$ cat config.mk
export PLATFORM = sky130hd
export DESIGN_NAME = spq_cell
export DESIGN_NICKNAME = d
export VERILOG_FILES = /design/src/hw/rtl/spq_pkg.sv /design/src/hw/rtl/spq_cell.sv
export SDC_FILE = /design/constraint.sdc
export NUM_CORES = 1
export LEC_CHECK = 0
export ABC_AREA = 0
export BUFFER_PORTS_ARGS = -buffer_cell sky130_fd_sc_hd__buf_2
export CORE_ASPECT_RATIO = 0.8
export CORE_UTILIZATION = 45
export CTS_CLUSTER_DIAMETER = 50
export DETAILED_ROUTE_END_ITERATION = 8
export GPL_ROUTABILITY_DRIVEN = 0
export GPL_TIMING_DRIVEN = 1
export PLACE_DENSITY = 0.91
export SYNTH_ARGS = -nofsm -noshare
export SYNTH_HDL_FRONTEND = slang
export SYNTH_SLANG_ARGS = --single-unit
$ cat constraint.sdc
create_clock -name clk -period 14.88 [get_ports clk]
set_input_delay 1.488 -clock clk [delete_from_list [all_inputs] [get_ports clk]]
set_output_delay 1.488 -clock clk [all_outputs]
set_load 0.03 [all_outputs]
$ cat src/hw/rtl/spq_pkg.sv
// Shared types and constants of the sorted priority queue.
package spq_pkg;

	typedef enum logic [1:0] {
		OPC_PUT  = 2'd0,
		OPC_GET  = 2'd1,
		OPC_PEEK = 2'd2,
		OPC_NONE = 2'd3
	} opcode_t;

	localparam int OPCODE_W   = 2;
	localparam int PRIO_IN_W  = 32;
	localparam int PAY_IN_W   = 32;
	localparam int PAY_OUT_W  = 32;
	localparam int COUNT_W    = 7;
	localparam int S_TDATA_W  = 64;
	localparam int M_TDATA_W  = 48;

	// Command broadcast to every cell of the chain.
	typedef struct packed {
		logic put;
		logic get;
	} cell_ctl_t;

endpackage

$ cat src/hw/rtl/spq_cell.sv
// One slot of the sorted chain: holds an entry and shifts it to or from its neighbors.
module spq_cell
	import spq_pkg::*;
#(
	parameter int PRIO_W = 32,
	parameter int PAY_W  = 32
) (
	input  logic              clk,
	input  cell_ctl_t         ctl,
	input  logic              valid,
	input  logic [PRIO_W-1:0] new_key,
	input  logic [PAY_W-1:0]  new_pay,
	input  logic              prev_geq,
	input  logic [PRIO_W-1:0] prev_key,
	input  logic [PAY_W-1:0]  prev_pay,
	input  logic [PRIO_W-1:0] next_key,
	input  logic [PAY_W-1:0]  next_pay,
	output logic [PRIO_W-1:0] key,
	output logic [PAY_W-1:0]  pay,
	output logic              geq
);

	logic [PRIO_W-1:0] key_q;
	logic [PAY_W-1:0]  pay_q;

	// Cells are ordered highest first; equal priorities stay ahead of a new entry.
	assign geq = valid && ($signed(key_q) >= $signed(new_key));
	assign key = key_q;
	assign pay = pay_q;

	always_ff @(posedge clk) begin
		if (ctl.put) begin
			if (!geq && prev_geq) begin
				key_q <= new_key;
				pay_q <= new_pay;
			end else if (!geq) begin
				key_q <= prev_key;
				pay_q <= prev_pay;
			end
		end else if (ctl.get) begin
			key_q <= next_key;
			pay_q <= next_pay;
		end
	end

endmodule

**After elaboration in Yosys (flattened, before gate mapping)**

Index checks and enable logic that the tools add are counted.
W data, S select, Z words.

- Magnitude comparators: 1
- Equality and inequality tests: 1
- Muxes and demuxes: 8
- Reductions and logical operators: 5

Operators with widths:

| cell | count |
|---|---|
| $mux W32 | 8 |
| $ge A32 B32 Y1 | 1 |
| $ne A3 B2 Y1 const B | 1 |
| $logic_and A1 B1 Y1 | 2 |
| $reduce_and A2 Y1 | 1 |
| $reduce_bool A2 Y1 | 1 |
| $logic_not A1 Y1 | 1 |

- Register bits: 64
- Input port bits: 197
- Output and inout bits: 65
- Logic and storage cells: 17

**Longest topological paths before layout**

- Depth in word-level cells: 6
- Gate-level depth with buffers: 11
- Gate-level depth less buffers: 9

**Least setup slack after synthesis**

OpenSTA, ideal clock, no wires.

- Path type: input to register
- From: input port new_key[31]
- To: register key_q[0] (netlist: key[0]) (enable)
- Library setup time: 0.507 ns
- Arrival time: 6.149 ns
- Data required time: 14.373 ns
- Setup slack: 8.224 ns
- Cell stages on the path: 8
- Buffers on the path: 0
- Path through: inv_1 > ha_1 > nand4_2 > nor4_4 > nand3b_1 > a31o_2 > o211a_1 > a21oi_1

- Cells in the longest elaborated chain, start to end: 6

RTL lines:

| element | line | RTL |
|---|---|---|
| start: declaration | spq_cell.sv:11 | `input logic [PRIO_W-1:0] new_key,` |
| $ge A32 B32 Y1 * | spq_cell.sv:27 | `assign geq = valid && ($signed(key_q) >= $signed(new_key));` |
| $logic_and A1 B1 Y1 * | spq_cell.sv:27 |  |
| named net geq | spq_cell.sv:20 | `output logic geq` |
| $logic_not A1 Y1 | n/a |  |
| $logic_and A1 B1 Y1 | spq_cell.sv:33 | `if (!geq && prev_geq) begin` |
| $ne A3 B2 Y1 (no line) * | n/a |  |
| $reduce_and A2 Y1 (no line) * | n/a |  |
| end signal: assignment | spq_cell.sv:34 | `key_q <= new_key;` |
| end signal: assignment | spq_cell.sv:37 | `key_q <= prev_key;` |
| end signal: assignment | spq_cell.sv:41 | `key_q <= next_key;` |
| end: declaration | spq_cell.sv:23 | `logic [PRIO_W-1:0] key_q;` |

The timed path passes the listed nets; every way through them passes the cells marked *.
A chain may end at the register's enable or synchronous reset.

**Worst setup path in the final report**

- From: input port new_key[1]
- To: output port geq

- Cells in the longest elaborated chain, start to end: 2

RTL lines:

| element | line |
|---|---|
| $ge A32 B32 Y1 | spq_cell.sv:27 |
| $logic_and A1 B1 Y1 | spq_cell.sv:27 |
| end: declaration | spq_cell.sv:20 |

No other way between the ends.

==> results.json <==
{
  "drtPass1Iterations": 5,
  "ys_ff_latch": 64,
  "cts_tree": "yes",
  "cts.reportedPaths.clkPinSlew_ns": 0.05,
  "synth-edff-count": 64,
  "skew_ns": 0.0102,
  "postCtsHoldBufs": 0,
  "cts_setup_buffers": 0,
  "chipHeight_um": 95.9,
  "rsz0062_at_grt": "no",
  "layout_common_cells": "buf_2 (260), inv_1 (99), nand4_1 (72), nand2_1 (72), edfxtp_1 (64)",
  "wirelength_um": 13900,
  "post_dp_cell_area_sq_um": 6180,
  "drtIter0Drc": 256,
  "design_area_sq_um": 6460,
  "grt_max_degree": 112,
  "crit_chain": "buf_2, inv_1, ha_1, nor2b_1, o211ai_1, a2111oi_0, o31ai_1, a31o_2, o211a_1, buf_2",
  "cts_buffer_depth": 2,
  "drt.antenna.violating_nets": 0,
  "layout_min_cycle_time_ns": 5.02,
  "hold_viol": 0,
  "nets": 952,
  "layout-drive-gt1-share_pct": 47.3,
  "slowest_delay_ns": 0.57,
  "critPathCaptureType": "output port",
  "cts_root_buf": "clkbuf_16",
  "synth_cell_types": 33,
  "htreeDepth": 3,
  "dpl_worst_slack_ns": 9.87,
  "start_util_pct": 47.3,
  "rows": 33,
  "grt_antenna_before_repair": 0,
  "ctsResizeCount": 0,
  "ios": 262,
  "drv_slew": 0,
  "synthCells": 490,
  "required_ns": 13.39,
  "core_area_sq_um": 10500,
  "ys_warn_count": 0,
  "outcome": "finished clean",
  "critPathLaunchType": "primary input",
  "arrival_ns": 3.53,
  "syn-mean-instance-area_sq_um": 10.1,
  "critPathTopFamily": "compound AO/OA/AOI/OAI gates",
  "leakage_nw": 3.15,
  "cp_max_fo": 3,
  "fin_setup_tns_ns": 0,
  "viasPerCell": 5.48,
  "power_density_nw_per_um2": 112,
  "ys.flop_type": "edfxtp_1",
  "dp_hpwl_um": 10200,
  "layout_commonest_cell": "buf_2",
  "slowest_stage": "a2111oi_0",
  "relSlewSlack_pct": 19.9,
  "vdd_drop_max_mv": 0.0541,
  "tightest_slew_ns": 1.20,
  "critical_path_buf_inv_count": 3,
  "yosysSeqAreaShare_pct": 38.7,
  "fp.dieArea_sq_um": 11500,
  "drv_cap": 0,
  "worstSetupStartpoint": "new_key[1]",
  "critPathKind": "primary input to output port",
  "setup_violations": 0,
  "path_common_cell": "buf_2",
  "clock_latency_ns": 0.32,
  "timing.fmax_mhz": 199,
  "min-delay-start": "key[31]",
  "regToRegStartpoint": "key[7]",
  "insertedDiodeCount": 0,
  "grt_pass1_vias": 4477,
  "async_flop_share_pct": 0,
  "fin_ws_ns": 9.86,
  "gr-total-overflow": 0,
  "wl_per_cell_um": 16.0,
  "cts-buffers-inserted": 9,
  "post-route-period-util_pct": 33.7,
  "syn-num-nets": 719,
  "via_count": 4755,
  "cts.sinks": 64,
  "min_path_type": "register to register",
  "die_x_um": 119,
  "drc": 0,
  "port_buffers": 261,
  "syn-cell-area_sq_um": 4960,
  "areaGrowthSynthToFinish_pct": 30.2,
  "grt_pass1_wl_um": 21800,
  "grt_usage_pct": 24.4
}
[cell type report]
| cell class | count | area, sq um |
|---|---|---|
| clock buffers | 12 | 236 |
| clock inverters | 4 | 45.0 |
| fillers | 882 | 4030 |
| inverters | 99 | 372 |
| multi-input cells | 284 | 2370 |
| flip-flops and latches | 64 | 1920 |
| well taps | 140 | 175 |
| repair buffers | 265 | 1340 |
[registers in the layout, summed over array words and instances, names as in the netlist]
name / count
key: 32
pay: 32
[metal layers]
metal | vias up | GRT usage, % | share of wire (%)
met5 | - | 0 | 0
met2 | 184 | 43.0 | 50
li1 | 2309 | - | -
met1 | 2244 | 29.8 | 42
met3 | 18 | 6.22 | 6.2
met4 | 0 | 7.40 | 1.3
[synth_stat cells (2+ instances only)]
cell type / number / area [sq um]
o221ai_1: 4 / 35.0
a21oi_1: 15 / 75.1
buf_1: 2 / 7.51
nor2_1: 2 / 7.51
nand3_1: 4 / 20.0
ha_1: 32 / 400
nand4_1: 72 / 450
inv_1: 99 / 372
buf_12: 7 / 140
edfxtp_1: 64 / 1920
o211a_1: 2 / 20.0
o211ai_1: 2 / 15.0
o221ai_2: 60 / 901
nand2_1: 72 / 270
nor2b_1: 2 / 12.5
o21ai_0: 4 / 20.0
clkbuf_1: 26 / 97.6
buf_6: 6 / 67.6
[path summary, 6_finish.rpt]
kind              cells after the start  slack (ns)       to
hold / removal                        4        1.27  key[13]
setup reg to reg                      8       11.22   key[3]
setup / recovery                     10        9.86      geq
hold reg to reg                       4        1.27  key[13]
[kinds of logic after synthesis]
family,Yosys count,share of synthesized area [%]
buf+inv,142,14.0
compound gates,93,22.5
flops,64,38.7
simple gates,159,16.7
fa+ha+maj,32,8.07
[power breakdown]
group          internal, mW  switching, mW  leakage, nW
clock                 0.129         0.0714        0.140
sequential            0.240         0.0132        0.654
combinational        0.0895          0.181         2.36
[worst reg2reg max path: stages (launching register included)]
cell and delay (ns):
edfxtp_1 0.41, ha_1 0.34, nand4_1 0.16, a2111oi_0 0.61
o31ai_1 0.20, a31o_2 0.27, o211a_1 0.17, a21oi_4 0.47
buf_4 0.62
[metrics by stage]
stage	hold WS (ns)	cells	utilization [%]	total power, mW
final	1.27	868	61.6	0.724
after global placement	1.25	852	58.9	0.521
after CTS	1.28	868	61.6	0.731
after floorplan	1.35	490	-	0.462
after detailed placement	1.28	852	58.9	0.529
after global routing	1.36	868	61.6	0.763
(Power assumes the default switching activity.)
